===== config.mk =====
export PLATFORM = sky130hd
export DESIGN_NAME = self_id_tree_builder
export DESIGN_NICKNAME = d
export VERILOG_FILES = /design/src/rtl/core/sitb_pkg.sv /design/src/rtl/core/sitb_ctrl.sv /design/src/rtl/core/sitb_datapath.sv /design/src/rtl/core/self_id_tree_builder.sv
export SDC_FILE = /design/constraint.sdc
export NUM_CORES = 1
export LEC_CHECK = 0
export ABC_AREA = 0
export ABC_CLOCK_PERIOD_IN_PS = 7000
export BUFFER_PORTS_ARGS = -buffer_cell sky130_fd_sc_hd__clkbuf_2
export CAP_MARGIN = 25
export CORE_MARGIN = 2
export CORE_UTILIZATION = 55
export CTS_CLUSTER_SIZE = 25
export DETAILED_ROUTE_END_ITERATION = 8
export GPL_ROUTABILITY_DRIVEN = 0
export PLACE_DENSITY = 0.71
export SLEW_MARGIN = 15
export SYNTH_ARGS = -nofsm -noshare
export SYNTH_HDL_FRONTEND = slang
export SYNTH_HIERARCHICAL = 1
export SYNTH_SLANG_ARGS = --single-unit

===== constraint.sdc =====
create_clock -name clk_i -period 7 [get_ports clk_i]
set_clock_uncertainty 0.1 [all_clocks]
set_input_delay 1.4 -clock clk_i [delete_from_list [all_inputs] [get_ports clk_i]]
set_output_delay 1.4 -clock clk_i [all_outputs]
set_load 0.05 [all_outputs]

===== src/rtl/core/sitb_pkg.sv =====
`default_nettype none
// ----------------------------------------------------------------------------
// sitb_pkg
// Shared types and constants of the self-id tree builder.
// ----------------------------------------------------------------------------
package sitb_pkg;

  localparam int PORTS      = 16;
  localparam int MAX_NODES  = 63;
  localparam int SEEN_PORTS = (PORTS > 16) ? 16 : PORTS;
  localparam int STACK_SLOTS = 63;

  localparam int ID_W    = 6;
  localparam int PORT_W  = 4;
  localparam int HGT_W   = 6;
  localparam int REACH_W = HGT_W + 1;
  localparam int PST_W   = 32;

  // port state codes
  localparam logic [1:0] PS_PARENT = 2'd2;
  localparam logic [1:0] PS_CHILD  = 2'd3;

  // result kinds
  localparam logic [1:0] KIND_LINK = 2'd0;
  localparam logic [1:0] KIND_SUM  = 2'd1;
  localparam logic [1:0] KIND_ERR  = 2'd2;

  // error codes
  localparam logic [2:0] ERR_NONE       = 3'd0;
  localparam logic [2:0] ERR_BAD_ID     = 3'd1;
  localparam logic [2:0] ERR_EMPTY      = 3'd2;
  localparam logic [2:0] ERR_PARENTLESS = 3'd4;
  localparam logic [2:0] ERR_STACK_LEFT = 3'd5;

  typedef struct packed {
    logic [HGT_W-1:0]  height;
    logic [PORT_W-1:0] pport;
    logic [ID_W-1:0]   id;
  } stack_entry_t;

  typedef struct packed {
    logic       load;
    logic       clr_run;
    logic       clr_drop;
    logic       scan_init;
    logic       port_dec;
    logic       pop;
    logic       emit_link;
    logic       upd;
    logic       push;
    logic       emit_sum;
    logic       fail;
    logic [2:0] err_code;
  } cmd_t;

  typedef struct packed {
    logic drop;
    logic rec_last;
    logic id_bad;
    logic port_child;
    logic port_zero;
    logic depth_zero;
    logic depth_full;
    logic has_parent;
    logic out_free;
  } status_t;

endpackage
`default_nettype wire


===== src/rtl/core/sitb_ctrl.sv =====
`default_nettype none
// ----------------------------------------------------------------------------
// sitb_ctrl
// Controller: walks one record through check, port scan, pops, update and finish.
// ----------------------------------------------------------------------------
module sitb_ctrl import sitb_pkg::*; (
  input  wire logic    clk_i,
  input  wire logic    rst_ni,
  input  wire logic    in_valid_i,
  input  wire logic    in_last_i,
  output logic         in_ready_o,
  input  wire status_t status_i,
  output cmd_t         cmd_o
);

  typedef enum logic [5:0] {
    S_IDLE   = 6'b000001,
    S_CHECK  = 6'b000010,
    S_SCAN   = 6'b000100,
    S_POP    = 6'b001000,
    S_UPD    = 6'b010000,
    S_FINISH = 6'b100000
  } state_e;

  state_e state_q, state_d;

  assign in_ready_o = (state_q == S_IDLE);

  always_comb begin
    state_d = state_q;
    cmd_o   = '0;
    case (state_q)
      S_IDLE: begin
        if (in_valid_i) begin
          cmd_o.load = 1'b1;
          if (status_i.drop) begin
            // dropping after an error until the last marker
            if (in_last_i) begin
              cmd_o.clr_run  = 1'b1;
              cmd_o.clr_drop = 1'b1;
            end
          end else begin
            state_d = S_CHECK;
          end
        end
      end
      S_CHECK: begin
        if (status_i.id_bad) begin
          if (status_i.out_free) begin
            cmd_o.fail     = 1'b1;
            cmd_o.err_code = ERR_BAD_ID;
            state_d        = S_IDLE;
          end
        end else begin
          cmd_o.scan_init = 1'b1;
          state_d         = S_SCAN;
        end
      end
      S_SCAN: begin
        if (status_i.port_child) begin
          if (status_i.depth_zero) begin
            if (status_i.out_free) begin
              cmd_o.fail     = 1'b1;
              cmd_o.err_code = ERR_EMPTY;
              state_d        = S_IDLE;
            end
          end else begin
            cmd_o.pop = 1'b1;
            state_d   = S_POP;
          end
        end else if (status_i.port_zero) begin
          state_d = S_UPD;
        end else begin
          cmd_o.port_dec = 1'b1;
        end
      end
      S_POP: begin
        if (status_i.out_free) begin
          cmd_o.emit_link = 1'b1;
          if (status_i.port_zero) begin
            state_d = S_UPD;
          end else begin
            cmd_o.port_dec = 1'b1;
            state_d        = S_SCAN;
          end
        end
      end
      S_UPD: begin
        cmd_o.upd = 1'b1;
        state_d   = S_FINISH;
      end
      S_FINISH: begin
        if (!status_i.rec_last) begin
          if (!status_i.has_parent) begin
            if (status_i.out_free) begin
              cmd_o.fail     = 1'b1;
              cmd_o.err_code = ERR_PARENTLESS;
              state_d        = S_IDLE;
            end
          end else if (status_i.depth_full) begin
            if (status_i.out_free) begin
              cmd_o.fail     = 1'b1;
              cmd_o.err_code = ERR_STACK_LEFT;
              state_d        = S_IDLE;
            end
          end else begin
            cmd_o.push = 1'b1;
            state_d    = S_IDLE;
          end
        end else if (status_i.out_free) begin
          if (!status_i.depth_zero) begin
            cmd_o.fail     = 1'b1;
            cmd_o.err_code = ERR_STACK_LEFT;
          end else begin
            cmd_o.emit_sum = 1'b1;
            cmd_o.clr_run  = 1'b1;
          end
          state_d = S_IDLE;
        end
      end
      default: begin
        state_d = S_IDLE;
      end
    endcase
  end

  always_ff @(posedge clk_i or negedge rst_ni) begin
    if (!rst_ni) begin
      state_q <= S_IDLE;
    end else begin
      state_q <= state_d;
    end
  end

endmodule
`default_nettype wire


===== src/rtl/core/sitb_datapath.sv =====
`default_nettype none
// ----------------------------------------------------------------------------
// sitb_datapath
// Record registers, pending stack memory, run state and result register.
// ----------------------------------------------------------------------------
module sitb_datapath import sitb_pkg::*; (
  input  wire logic              clk_i,
  input  wire logic              rst_ni,
  input  wire logic [ID_W-1:0]   in_id_i,
  input  wire logic              in_link_i,
  input  wire logic              in_cont_i,
  input  wire logic [PST_W-1:0]  in_ports_i,
  input  wire logic              in_last_i,
  input  wire cmd_t              cmd_i,
  output status_t                status_o,
  output logic                   out_valid_o,
  input  wire logic              out_ready_i,
  output logic [1:0]             out_kind_o,
  output logic [ID_W-1:0]        out_parent_id_o,
  output logic [PORT_W-1:0]      out_parent_port_o,
  output logic [ID_W-1:0]        out_child_id_o,
  output logic [PORT_W-1:0]      out_child_port_o,
  output logic [ID_W-1:0]        out_node_count_o,
  output logic                   out_irm_valid_o,
  output logic [ID_W-1:0]        out_irm_id_o,
  output logic [HGT_W-1:0]       out_diameter_o,
  output logic [2:0]             out_err_o,
  output logic                   out_last_o
);

  // current record
  logic [ID_W-1:0]   rec_id_q;
  logic              rec_link_q;
  logic              rec_cont_q;
  logic [PST_W-1:0]  rec_ports_q;
  logic              rec_last_q;

  // run state
  logic [ID_W-1:0]   exp_id_q;
  logic [ID_W-1:0]   depth_q;
  logic [HGT_W-1:0]  best_q;
  logic              irm_found_q;
  logic [ID_W-1:0]   irm_node_q;
  logic              drop_q;

  // scan state
  logic [PORT_W-1:0]  port_q;
  logic [REACH_W-1:0] top1_q, top2_q;

  stack_entry_t mem [STACK_SLOTS];
  stack_entry_t rd_q;

  logic               out_valid_q;
  logic               out_free;
  logic               out_load;
  logic [1:0]         port_st;
  logic [PORT_W-1:0]  low_parent;
  logic               has_parent;
  logic [REACH_W-1:0] reach;
  logic [REACH_W:0]   span;
  logic [ID_W-1:0]    top_addr;

  assign out_free = !out_valid_q || out_ready_i;
  assign out_load = cmd_i.emit_link || cmd_i.emit_sum || cmd_i.fail;
  assign port_st  = rec_ports_q[2*port_q +: 2];
  assign reach    = REACH_W'(rd_q.height) + REACH_W'(1);
  assign span     = (REACH_W+1)'(top1_q) + (REACH_W+1)'(top2_q);
  assign top_addr = depth_q - ID_W'(1);

  // lowest parent-state port
  always_comb begin
    low_parent = '0;
    has_parent = 1'b0;
    for (int p = SEEN_PORTS - 1; p >= 0; p--) begin
      if (rec_ports_q[2*p +: 2] == PS_PARENT) begin
        low_parent = PORT_W'(p);
        has_parent = 1'b1;
      end
    end
  end

  always_comb begin
    status_o.drop       = drop_q;
    status_o.rec_last   = rec_last_q;
    status_o.id_bad     = (rec_id_q != exp_id_q) || (rec_id_q >= ID_W'(MAX_NODES));
    status_o.port_child = (port_st == PS_CHILD);
    status_o.port_zero  = (port_q == '0);
    status_o.depth_zero = (depth_q == '0);
    status_o.depth_full = (depth_q >= ID_W'(STACK_SLOTS));
    status_o.has_parent = has_parent;
    status_o.out_free   = out_free;
  end

  always_ff @(posedge clk_i) begin
    if (cmd_i.load) begin
      rec_id_q    <= in_id_i;
      rec_link_q  <= in_link_i;
      rec_cont_q  <= in_cont_i;
      rec_ports_q <= in_ports_i;
      rec_last_q  <= in_last_i;
    end
    if (cmd_i.scan_init) begin
      port_q <= PORT_W'(SEEN_PORTS - 1);
    end else if (cmd_i.port_dec) begin
      port_q <= port_q - PORT_W'(1);
    end
    if (cmd_i.scan_init) begin
      top1_q <= '0;
      top2_q <= '0;
    end else if (cmd_i.emit_link) begin
      if (reach > top1_q) begin
        top2_q <= top1_q;
        top1_q <= reach;
      end else if (reach > top2_q) begin
        top2_q <= reach;
      end
    end
  end

  // pending stack memory
  always_ff @(posedge clk_i) begin
    if (cmd_i.push) begin
      mem[depth_q] <= '{height: top1_q[HGT_W-1:0], pport: low_parent, id: rec_id_q};
    end
    if (cmd_i.pop) begin
      rd_q <= mem[top_addr];
    end
  end

  always_ff @(posedge clk_i or negedge rst_ni) begin
    if (!rst_ni) begin
      exp_id_q    <= '0;
      depth_q     <= '0;
      best_q      <= '0;
      irm_found_q <= 1'b0;
      irm_node_q  <= '0;
      drop_q      <= 1'b0;
    end else begin
      if (cmd_i.clr_run || cmd_i.fail) begin
        exp_id_q    <= '0;
        depth_q     <= '0;
        best_q      <= '0;
        irm_found_q <= 1'b0;
        irm_node_q  <= '0;
      end else begin
        if (cmd_i.pop) begin
          depth_q <= top_addr;
        end else if (cmd_i.push) begin
          depth_q  <= depth_q + ID_W'(1);
          exp_id_q <= rec_id_q + ID_W'(1);
        end
        if (cmd_i.upd) begin
          if (rec_cont_q && rec_link_q) begin
            irm_found_q <= 1'b1;
            irm_node_q  <= rec_id_q;
          end
          if (span > (REACH_W+1)'(best_q)) begin
            best_q <= span[HGT_W-1:0];
          end
        end
      end
      if (cmd_i.fail) begin
        drop_q <= !rec_last_q;
      end else if (cmd_i.clr_drop) begin
        drop_q <= 1'b0;
      end
    end
  end

  // result register
  always_ff @(posedge clk_i or negedge rst_ni) begin
    if (!rst_ni) begin
      out_valid_q <= 1'b0;
    end else if (out_load) begin
      out_valid_q <= 1'b1;
    end else if (out_ready_i) begin
      out_valid_q <= 1'b0;
    end
  end

  always_ff @(posedge clk_i) begin
    if (out_load) begin
      out_kind_o        <= KIND_LINK;
      out_parent_id_o   <= '0;
      out_parent_port_o <= '0;
      out_child_id_o    <= '0;
      out_child_port_o  <= '0;
      out_node_count_o  <= '0;
      out_irm_valid_o   <= 1'b0;
      out_irm_id_o      <= '0;
      out_diameter_o    <= '0;
      out_err_o         <= ERR_NONE;
      out_last_o        <= 1'b0;
      if (cmd_i.emit_link) begin
        out_parent_id_o   <= rec_id_q;
        out_parent_port_o <= port_q;
        out_child_id_o    <= rd_q.id;
        out_child_port_o  <= rd_q.pport;
      end else if (cmd_i.emit_sum) begin
        out_kind_o       <= KIND_SUM;
        out_node_count_o <= rec_id_q + ID_W'(1);
        out_irm_valid_o  <= irm_found_q;
        out_irm_id_o     <= irm_found_q ? irm_node_q : '0;
        out_diameter_o   <= best_q;
        out_last_o       <= 1'b1;
      end else begin
        out_kind_o <= KIND_ERR;
        out_err_o  <= cmd_i.err_code;
        out_last_o <= 1'b1;
      end
    end
  end

  assign out_valid_o = out_valid_q;

endmodule
`default_nettype wire


===== src/rtl/core/self_id_tree_builder.sv =====
`default_nettype none
// ----------------------------------------------------------------------------
// self_id_tree_builder
// Rebuilds bus tree links from self-id records, then reports a summary or an error.
// ----------------------------------------------------------------------------
//   channel   dir  handshake                     payload
//   s_axis    in   s_axis_tvalid/s_axis_tready   tdata: record, tlast: root
//   m_axis    out  m_axis_tvalid/m_axis_tready   tdata: result, tuser: kind,
//                                                tlast: end of run
//
// every port of a record is scanned serially from the highest down, one port
// per cycle while no child port is popped; each child port adds a pop state
// for the registered stack memory read, which waits on the result register.
// records dropped after an error are taken without leaving the idle state.
// reset clears the controller and run state; the stack memory needs no clear.
// a stalled result holds the record in progress until the result register frees.
// ----------------------------------------------------------------------------
module self_id_tree_builder import sitb_pkg::*; (
  input  wire logic        clk_i,
  input  wire logic        rst_ni,
  input  wire logic        s_axis_tvalid,
  output logic             s_axis_tready,
  // [5:0] node_id, [6] link_active, [7] contender, [39:8] port_states
  input  wire logic [39:0] s_axis_tdata,
  // is_last
  input  wire logic        s_axis_tlast,
  output logic             m_axis_tvalid,
  input  wire logic        m_axis_tready,
  // [5:0] parent_id, [9:6] parent_port, [15:10] child_id, [19:16] child_port,
  // [25:20] node_count, [26] irm_valid, [32:27] irm_id, [38:33] diameter_hops,
  // [41:39] error_code, [47:42] zero
  output logic [47:0]      m_axis_tdata,
  // [1:0] result_kind
  output logic [1:0]       m_axis_tuser,
  // last_of_run
  output logic             m_axis_tlast
);

  cmd_t    cmd;
  status_t status;

  logic [ID_W-1:0]   parent_id;
  logic [PORT_W-1:0] parent_port;
  logic [ID_W-1:0]   child_id;
  logic [PORT_W-1:0] child_port;
  logic [ID_W-1:0]   node_count;
  logic              irm_valid;
  logic [ID_W-1:0]   irm_id;
  logic [HGT_W-1:0]  diameter;
  logic [2:0]        err_code;

  sitb_ctrl u_ctrl (
    .clk_i      (clk_i),
    .rst_ni     (rst_ni),
    .in_valid_i (s_axis_tvalid),
    .in_last_i  (s_axis_tlast),
    .in_ready_o (s_axis_tready),
    .status_i   (status),
    .cmd_o      (cmd)
  );

  sitb_datapath u_datapath (
    .clk_i             (clk_i),
    .rst_ni            (rst_ni),
    .in_id_i           (s_axis_tdata[5:0]),
    .in_link_i         (s_axis_tdata[6]),
    .in_cont_i         (s_axis_tdata[7]),
    .in_ports_i        (s_axis_tdata[39:8]),
    .in_last_i         (s_axis_tlast),
    .cmd_i             (cmd),
    .status_o          (status),
    .out_valid_o       (m_axis_tvalid),
    .out_ready_i       (m_axis_tready),
    .out_kind_o        (m_axis_tuser),
    .out_parent_id_o   (parent_id),
    .out_parent_port_o (parent_port),
    .out_child_id_o    (child_id),
    .out_child_port_o  (child_port),
    .out_node_count_o  (node_count),
    .out_irm_valid_o   (irm_valid),
    .out_irm_id_o      (irm_id),
    .out_diameter_o    (diameter),
    .out_err_o         (err_code),
    .out_last_o        (m_axis_tlast)
  );

  assign m_axis_tdata = {6'd0, err_code, diameter, irm_id, irm_valid, node_count,
                         child_port, child_id, parent_port, parent_id};

`ifndef NO_ASSERTIONS
  // only summaries and errors end a run
  a_last_kind: assert property (@(posedge clk_i) disable iff (!rst_ni)
    m_axis_tvalid |-> (m_axis_tlast == (m_axis_tuser != KIND_LINK)))
    else $error("tlast does not match result kind");

  // an error result always carries a code
  a_err_code: assert property (@(posedge clk_i) disable iff (!rst_ni)
    (m_axis_tvalid && m_axis_tuser == KIND_ERR) |-> (m_axis_tdata[41:39] != ERR_NONE))
    else $error("error result without code");

  // a tree of n nodes has a diameter below n
  a_diameter: assert property (@(posedge clk_i) disable iff (!rst_ni)
    (m_axis_tvalid && m_axis_tuser == KIND_SUM) |->
      (m_axis_tdata[38:33] < m_axis_tdata[25:20]))
    else $error("diameter not below node count");

  // no new record while one is in progress
  a_one_record: assert property (@(posedge clk_i) disable iff (!rst_ni)
    (s_axis_tvalid && s_axis_tready && !status.drop) |=> !s_axis_tready)
    else $error("record accepted during processing");
`endif

endmodule
`default_nettype wire


==> run summary, run 1 <==
The critical path contains buffers and inverters numbering 0 combined. The setup slack after layout was 2.620 ns; the share of async-settable or async-resettable flops after synthesis was 0.02842. The max-capacitance violation count was 0; the post-cts resize count was 0. The cell family contributing the most delay on the critical path is simple AND/OR/NAND/NOR gates.

Setup repair after global routing left no endpoint under its margin. Based on the critical path, the design can be clocked at up to 228.3 MHz. The logs give 0 for the number of hold-slack violations in the final timing report and 3734 for the placed cell count. The fraction of the yosys area taken by sequential cells came out at 0.7434. The worst setup path is launched from a register.

Across the VDD grid, the largest voltage drop is 0.5703 mV. In this run the static leakage power is 0.01631 uW. The count of flip-flops with a built-in enable after synthesis works out to 1110.

The mean cell area of the mapped netlist works out to 18.15 um^2. The tools report the number of global-route vias before repair as 24760. For the pin with the worst max-slew slack, the measured transition is 1.025 ns. The number of clock sinks seen by CTS was 1161. Yosys printed 6 warnings. Counting along the longest clock path gives a buffer depth of 3.

The power density normalized to cell area is 409.0 nW/um^2. The worst setup path is of the register to register kind. Synthesis produced 2559 cells. The critical path runs through a total of 7 cells. For this block, the initial DRC count from the detailed router was 2759. The detail route stage leaves a number of antenna-violating nets equal to 0.

The tools report the met3 layer usage reported by global route as 0.04947. The logs give 52320 um^2 for the post-layout instance area and 98 for the pin count of the biggest net entering global routing. The tools report the destination of the worst register-to-register timing path as u_datapath/mem[33][13]. From bottom edge to top edge, the die measures 294.6 um. After detailed routing, the number of remaining DRC violations is 0. The total overflow left after global routing is 0. Power comes to 21400 uW. The total number of vias was 24617. In this run the register-to-register setup slack is 2.62 ns. The synthesized netlist occupies a cell area of 46430 um^2. The tools report the maximum level of the CTS H-tree as 3. The tools report the I/O pin count as 98.

The run gives 0.3482 as the routing usage on met1. After clock tree synthesis, the flow added hold-fix buffers numbering 0. The floorplan has 106 rows. The final instance count without filler cells was 3953; the worst path arrival time was 4.57 ns. The final setup TNS was 0 ns; the mean routed wirelength per cell was 27.29 um. The area growth from synthesis to layout was 12.68%.

The layer with the highest usage after global routing was met2. Length of the first detailed-routing pass in iterations: 7. The floorplan step defined a die boundary enclosing 86770 um^2.

The initial core utilization was 0.5549. The path with the worst hold slack has its endpoint at u_datapath/top2_q[5]. The number of post-CTS setup repair buffers is 0, and the met2 global-route usage is 0.4080. The worst hold path belongs to the class register to register.

The post-route fraction of the period consumed by the critical path was 0.6258; the placeable core area was 83690 um^2. During placement, the flow inserted port buffers numbering 91. The remaining max-slew budget at the tightest pin is 0.3159, and the insertion delay of the later-clocked pin in the worst-skew pair is 0.69 ns.

The worst hold path begins at u_datapath/top2_q[5]. The number of antenna violations at the first check in global routing came out at 0. The worst hold path passes through 2 cells. Setup violations remaining at the end of the flow were counted as 0. After clock tree synthesis, the clock-pin slew on the worst setup and hold paths is 0.06 ns. The number of antenna cells inserted is 0. Global-route usage over all layers: 0.2526.

The startpoint identified for the worst register-to-register timing path is u_datapath/depth_q[3]. The wire length of the first global-routing pass is 160200 um, and the number of library cell types mapped by synthesis is 70. For this block, the routed nets add up to 107900 um of wire. The signal on the critical path passes through nand3_1 -> nor2_1 -> nor3b_1 -> and2_1 -> nor2b_1 -> nand2_1 -> nor2_2. The maximum fanout count along the critical path was 16. TritonCTS built the clock tree.

After detailed routing, the number of vias per cell comes to 6.227. The run finished with clean final reports. In this run the cell area measured after placement is 48510 um^2. The wire-length estimate of the detail-placed layout is 61760 um. The worst setup slack before clock tree synthesis is 2.450 ns, and the share of layout cells above drive strength 1 is 0.2281. The total CTS buffers is 114. The root buffer cell chosen for the clock tree is sky130_fd_sc_hd__clkbuf_16.

The most frequently used flop master after synthesis is sky130_fd_sc_hd__edfxtp_1. The length in cells of the worst reg-to-reg path was 7; the count of nets after finishing was 2800. The critical path's largest stage delay was 0.99 ns; the final critical delay including setup and external delays was 4.380 ns. The final number of max-transition violations was 0.

The chip width is 294.6 um. On the critical path, the stage with the largest delay is an instance of sky130_fd_sc_hd__nor2_2. Synthesis inferred 1161 register bits.

The kind of capture point of the worst setup path was a register. For the worst setup path, the data required time is 7.19 ns.
kinds of logic (layout without fill, tap and decap cells):
kind of cell | count (synthesis) | in the layout | share of synthesized area
flops | 1161 | 1161 | 0.7434
simple gates | 582 | 582 | 0.05589
mux | 284 | 284 | 0.1262
compound gates | 279 | 279 | 0.03983
buf+inv | 189 | 444 | 0.01970
fa+ha+maj | 34 | 34 | 0.009323
xor+xnor | 29 | 29 | 0.005632
other cells | 1 | 6 | 0.00008076
worst register-to-register path: stages (launching register included):
cell and delay (ns):
sky130_fd_sc_hd__dfrtp_1 0.57, sky130_fd_sc_hd__nand3_1 0.43, sky130_fd_sc_hd__nor2_1 0.16, sky130_fd_sc_hd__nor3b_1 0.35, sky130_fd_sc_hd__and2_1 0.45, sky130_fd_sc_hd__nor2b_1 0.32, sky130_fd_sc_hd__nand2_1 0.61, sky130_fd_sc_hd__nor2_2 0.99
flip-flops by register name, summed over array words and instances (netlist names), 3 cells and up:
| name | cells |
|---|---|
| u_datapath/mem | 1008 |
| u_datapath/out_err_o | 3 |
| u_datapath/rd_q | 16 |
| u_datapath/top2_q | 7 |
| u_datapath/rec_ports_q | 32 |
| u_datapath/top1_q | 7 |
| u_datapath/out_node_count_o | 6 |
| u_ctrl/state_q | 6 |
| u_datapath/out_parent_id_o | 6 |
| u_datapath/rec_id_q | 6 |
| u_datapath/out_diameter_o | 6 |
| u_datapath/best_q | 6 |
| u_datapath/out_irm_id_o | 6 |
| u_datapath/out_parent_port_o | 4 |
| u_datapath/port_q | 4 |
| u_datapath/out_child_id_o | 6 |
| u_datapath/depth_q | 6 |
| u_datapath/out_child_port_o | 4 |
| u_datapath/irm_node_q | 6 |
| u_datapath/exp_id_q | 6 |
placed cells by master, fill, tap and decap left out, types with 6 or more instances in the layout:
cell / Yosys / layout
sky130_fd_sc_hd__clkinvlp_4: 0 / 7
sky130_fd_sc_hd__a211oi_1: 59 / 59
sky130_fd_sc_hd__nor2b_1: 14 / 14
sky130_fd_sc_hd__nand2_1: 278 / 277
sky130_fd_sc_hd__xor2_1: 12 / 11
sky130_fd_sc_hd__nand4_1: 6 / 6
sky130_fd_sc_hd__xnor2_1: 16 / 15
sky130_fd_sc_hd__mux2i_1: 43 / 43
sky130_fd_sc_hd__buf_12: 0 / 8
sky130_fd_sc_hd__clkbuf_16: 0 / 117
sky130_fd_sc_hd__and3_1: 19 / 19
sky130_fd_sc_hd__clkinv_1: 0 / 24
sky130_fd_sc_hd__dfrtp_1: 32 / 31
sky130_fd_sc_hd__o22ai_1: 20 / 20
sky130_fd_sc_hd__mux4_2: 241 / 241
sky130_fd_sc_hd__and2_1: 42 / 42
sky130_fd_sc_hd__nor3_1: 12 / 11
sky130_fd_sc_hd__nor2_1: 147 / 127
sky130_fd_sc_hd__clkinv_2: 0 / 23
sky130_fd_sc_hd__inv_1: 45 / 45
sky130_fd_sc_hd__a21oi_1: 84 / 83
sky130_fd_sc_hd__bufinv_16: 0 / 11
sky130_fd_sc_hd__nand2b_1: 13 / 13
sky130_fd_sc_hd__dfxtp_1: 18 / 12
sky130_fd_sc_hd__clkbuf_2: 0 / 91
sky130_fd_sc_hd__o211ai_1: 11 / 11
sky130_fd_sc_hd__buf_4: 19 / 80
sky130_fd_sc_hd__ha_1: 33 / 32
sky130_fd_sc_hd__a221o_1: 17 / 17
sky130_fd_sc_hd__conb_1: 1 / 6
sky130_fd_sc_hd__dfxtp_2: 0 / 6
sky130_fd_sc_hd__nand3_1: 22 / 22
sky130_fd_sc_hd__a31oi_1: 38 / 38
sky130_fd_sc_hd__clkbuf_1: 73 / 22
sky130_fd_sc_hd__o21ai_0: 16 / 15
sky130_fd_sc_hd__edfxtp_1: 1110 / 1110
sky130_fd_sc_hd__nor2_2: 0 / 19
synthesized netlist by cell type, types with 22 or more instances:
cell,number,area share
sky130_fd_sc_hd__edfxtp_1,1110,0.72
sky130_fd_sc_hd__a31oi_1,38,0.0051
sky130_fd_sc_hd__buf_2,23,0.0025
sky130_fd_sc_hd__nor2_1,147,0.012
sky130_fd_sc_hd__nand3_1,22,0.0024
sky130_fd_sc_hd__clkbuf_1,73,0.0059
sky130_fd_sc_hd__and2_1,42,0.0057
sky130_fd_sc_hd__inv_1,45,0.0036
sky130_fd_sc_hd__mux2i_1,43,0.0093
sky130_fd_sc_hd__a211oi_1,59,0.0095
sky130_fd_sc_hd__mux4_2,241,0.12
sky130_fd_sc_hd__ha_1,33,0.0089
sky130_fd_sc_hd__a21oi_1,84,0.0091
sky130_fd_sc_hd__nand2_1,278,0.022
sky130_fd_sc_hd__dfrtp_1,32,0.017
layer usage:
layer | vias to the layer above | share of wire
li1 | 10465 | -
met1 | 12814 | 0.39
met2 | 1134 | 0.49
met3 | 204 | 0.081
met4 | 0 | 0.035
met5 | - | 0
stage by stage:
step / util / hold slack (ns)
3_5_place_dp: 0.5797 / 0.3807
5_1_grt: 0.6252 / 0.4264
6_report: 0.6252 / 0.3932
2_1_floorplan: - / 0.3272
3_3_place_gp: 0.5792 / 0.3789
4_1_cts: 0.6242 / 0.3894
power breakdown:
part | leakage, uW | switching (uW) | internal, uW
clock network | 0.00181 | 2560 | 3490
registers | 0.00985 | 144 | 8050
logic | 0.00465 | 4890 | 2270
total | 0.0163 | 7590 | 13800
worst max path at each step:
| stage | from | endpoint |
|---|---|---|
| CTS | u_datapath/depth_q[3] | u_datapath/mem[4][7] |
| floorplan | u_datapath/port_q[0] | u_datapath/depth_q[1] |
| detailed placement | m_axis_tready | u_datapath/out_child_id_o[1] |
| global route | u_datapath/depth_q[3] | u_datapath/mem[33][13] |
| finish | u_datapath/depth_q[3] | u_datapath/mem[33][13] |
| global placement | u_datapath/depth_q[0] | u_datapath/rd_q[2] |
area by class of cell:
cell class / count / area (um^2)
multi-input combinational: 1214 / 11160
clock buffer: 141 / 3038
clock inverter: 73 / 684.4
inverter: 45 / 168.9
sequential: 1161 / 34530
tap: 1134 / 1419
fill: 5782 / 31370
timing repair buffer: 185 / 1320
(Power assumes the default switching activity.)
==> run 2: changes to the inputs <==
ABC_CLOCK_PERIOD_IN_PS = 4200   (was 7000)
clock period = 4.2 ns   (was 7 ns; I/O delays follow)
==> run summary, run 2 (synthesis gave the netlist of run 1 again) <==
The tools report the final count of negative-setup-slack endpoints as 0. The number of antenna violations at the first check in global routing came out at 2. The share of layout cells above drive strength 1 is 0.2344, and the critical path's largest stage delay is 0.52 ns. The worst-path cell with the longest stage delay was sky130_fd_sc_hd__dfrtp_1. The run gives 0 as the final number of max-transition violations.

The floorplan step defined a core boundary enclosing 83690 um^2. For the core occupancy in the finished layout, the log shows 0.6296. Across all setup checks in the final design, the least slack found is 0.4171 ns.

For the worst setup path, the data arrival time is 4.04 ns. The number of hold-slack violations in the final timing report came out at 0. The flow ran to the end, and the final reports show no timing, DRC or antenna violations. STA classifies the critical path startpoint as a register.

Combinational share of power: 0.337. The worst setup path is captured at a register. Initial core utilization: 0.5549. The run gives 0.2565 as the global-route usage over all layers. Hold is met by 0.2261 ns. The tools report the maximum vdd drop as 0.8605 mV. The count of port buffers added during placement was 91.

The register with the most flip-flops in the layout has 1008 of them. u_datapath/mem holds more flip-flops than any other register. Traced cell by cell, the critical path runs through nand3_1 -> nor2_1 -> nor3b_1 -> and2_1 -> nor2b_1 -> nand2_1 -> buf_4 -> nor2_1 -> buf_4.

Excluding fillers, the count of instances in the completed layout stands at 3997. Of all nets on the critical path, the largest fanout is 14. The tree is rooted in a sky130_fd_sc_hd__clkbuf_16.

The run gives 5 as the length of the first detailed-routing pass in iterations. Switching power share of the total: 0.3539. The number of antenna diodes in the final layout is 0. In the final routed layout, each cell accounts on average for 27.40 um.

The floorplan has 106 rows. The remaining max-slew budget at the tightest pin is 0.3929, and the post-route fraction of the period consumed by the critical path is 0.9007. The tools report the count of nets after finishing as 2843. The number of vias per cell is 6.212.

In the layout the commonest cells are 1110 x sky130_fd_sc_hd__edfxtp_1, 277 x sky130_fd_sc_hd__nand2_1, 241 x sky130_fd_sc_hd__mux4_2. The largest registers in the layout are u_datapath/mem (1008), u_datapath/rec_ports_q (32), u_datapath/rd_q (16). For flop-to-flop paths, the worst setup slack is 0.42 ns. The wire length of the first global-routing pass came out at 162000 um.

The run gives 0 as the number of remaining DRC errors. The class of the most critical setup path is register to register. Setup repair after global routing left no endpoint under its margin.

The die covers 86770 um^2. The sequential share of power came out at 0.379. The area growth from synthesis to layout is 13.46%. Placed cell count: 3782. The logs give 98 for the I/O pin count and 3 for the maximum level of the CTS H-tree. In this run the deepest clock path goes through 3 buffers. In this run the power density over the cells is 680.3 nW/um^2. The class of the tightest hold or removal check was input pin to register.

The detailed router finished its first iteration with 2895 violations. The internal power contribution came out at 23160 uW. The total number of vias was 24828; the chip width was 294.6 um. Number of clock sinks seen by CTS: 1161. Derived from the worst setup path, the maximum achievable clock frequency is 264.3 MHz.

The critical path required time is 4.46 ns, and the global-route congestion overflow total is 0. Max-cap violations in this run came to 0. The final setup TNS came out at 0 ns. The slew of the pin with the lowest slew margin came out at 0.9086 ns. In this run, CTS created clock tree buffers numbering 112. The tools report the number of post-CTS setup repair buffers as 0. Measured along the y axis, the die boundary spans 294.6 um. TritonCTS built the clock tree.

The later pin in the worst-skew pair is clocked with a latency of 0.69 ns. The power dissipated by switching net loads was 12690 uW. The clock slew seen by the registers of the worst setup and hold paths is 0.06 ns, and the overall routed net length is 109500 um. The clock network fraction of design power was 0.284. For the number of global-route vias before repair, the log shows 24975. Worst setup slack before clock tree synthesis: 0.4958 ns. The tools report the count of nets left with antenna violations after detail routing as 0. The tools report the post-cts resize count as 0. The most frequent standard cell in the layout excluding fill and tap cells is sky130_fd_sc_hd__edfxtp_1.

The final critical delay including setup and external delays is 3.783 ns, and the leakage dissipation is 0.01657 uW. Entering global routing, the biggest net connects 98 pins. The wire-length estimate of the detail-placed layout is 64720 um.
[run 2: cell types whose count changed in the layout (fill, tap and decap cells not counted), moves of 4 or more]
| cell | previous run | this run |
|---|---|---|
| sky130_fd_sc_hd__clkbuf_16 | 117 | 113 |
| sky130_fd_sc_hd__nor2_1 | 127 | 146 |
| sky130_fd_sc_hd__nor2_2 | 19 | 0 |
| sky130_fd_sc_hd__buf_12 | 8 | 14 |
| sky130_fd_sc_hd__buf_4 | 80 | 124 |
| sky130_fd_sc_hd__clkbuf_1 | 22 | 17 |
[run 2: worst max-delay path: cells and delay by family, from the launching register on]
family	cells	cell delay, ns
DFF	1	0.52
buffers and inverters	2	0.54
and+or+nand+nor	7	2.27
[run 2: final timing paths]
kind,from,to,depth (start not counted)
min in group asynchronous,rst_ni,u_datapath/irm_found_q,2
max,u_datapath/depth_q[4],u_datapath/mem[12][11],9
min,s_axis_tdata[19],u_datapath/rec_ports_q[11],1
min reg2reg,u_datapath/top2_q[0],u_datapath/top2_q[0],2
max in group asynchronous,rst_ni,u_ctrl/state_q[0],3
max reg2reg,u_datapath/depth_q[4],u_datapath/mem[12][11],9
[run 2: cell type report]
| type | count | area, um^2 |
|---|---|---|
| sequential | 1161 | 34530 |
| multi-input combinational | 1214 | 11120 |
| clock inverter | 80 | 837.1 |
| fill | 5743 | 31000 |
| tap | 1134 | 1419 |
| timing repair buffer | 230 | 1677 |
| inverter | 45 | 168.9 |
| clock buffer | 133 | 2933 |
[run 2: stage by stage]
step	power (uW)	cell area (um^2)
after floorplan	21040	46460
after detailed placement	25700	48890
after CTS	35860	52660
final	35840	52690
after global routing	37060	52690
after global placement	25560	48890
[run 2: layer usage]
layer / track usage / wire length, um / vias to the layer above
met5: 0 / 0 / -
met4: 0.1071 / 4771 / 0
met3: 0.04434 / 9934 / 217
met2: 0.4068 / 52520 / 1240
met1: 0.3572 / 42300 / 12808
li1: - / - / 10563
[run 2: power by group through the flow]
stage                     sequential, uW  combinational (uW)  clock, uW
after floorplan                    14000                7070          0
after global placement             13800               11700          0
after detailed placement           13800               11900          0
after CTS                          13600               11900      10300
after global routing               13600               12700      10800
final                              13600               12100      10200
[run 2: repair_timing]
action | CTS | global route
hold endpoints to repair | 0 | 5
hold buffers | 0 | 1
setup endpoints to repair | 0 | 0
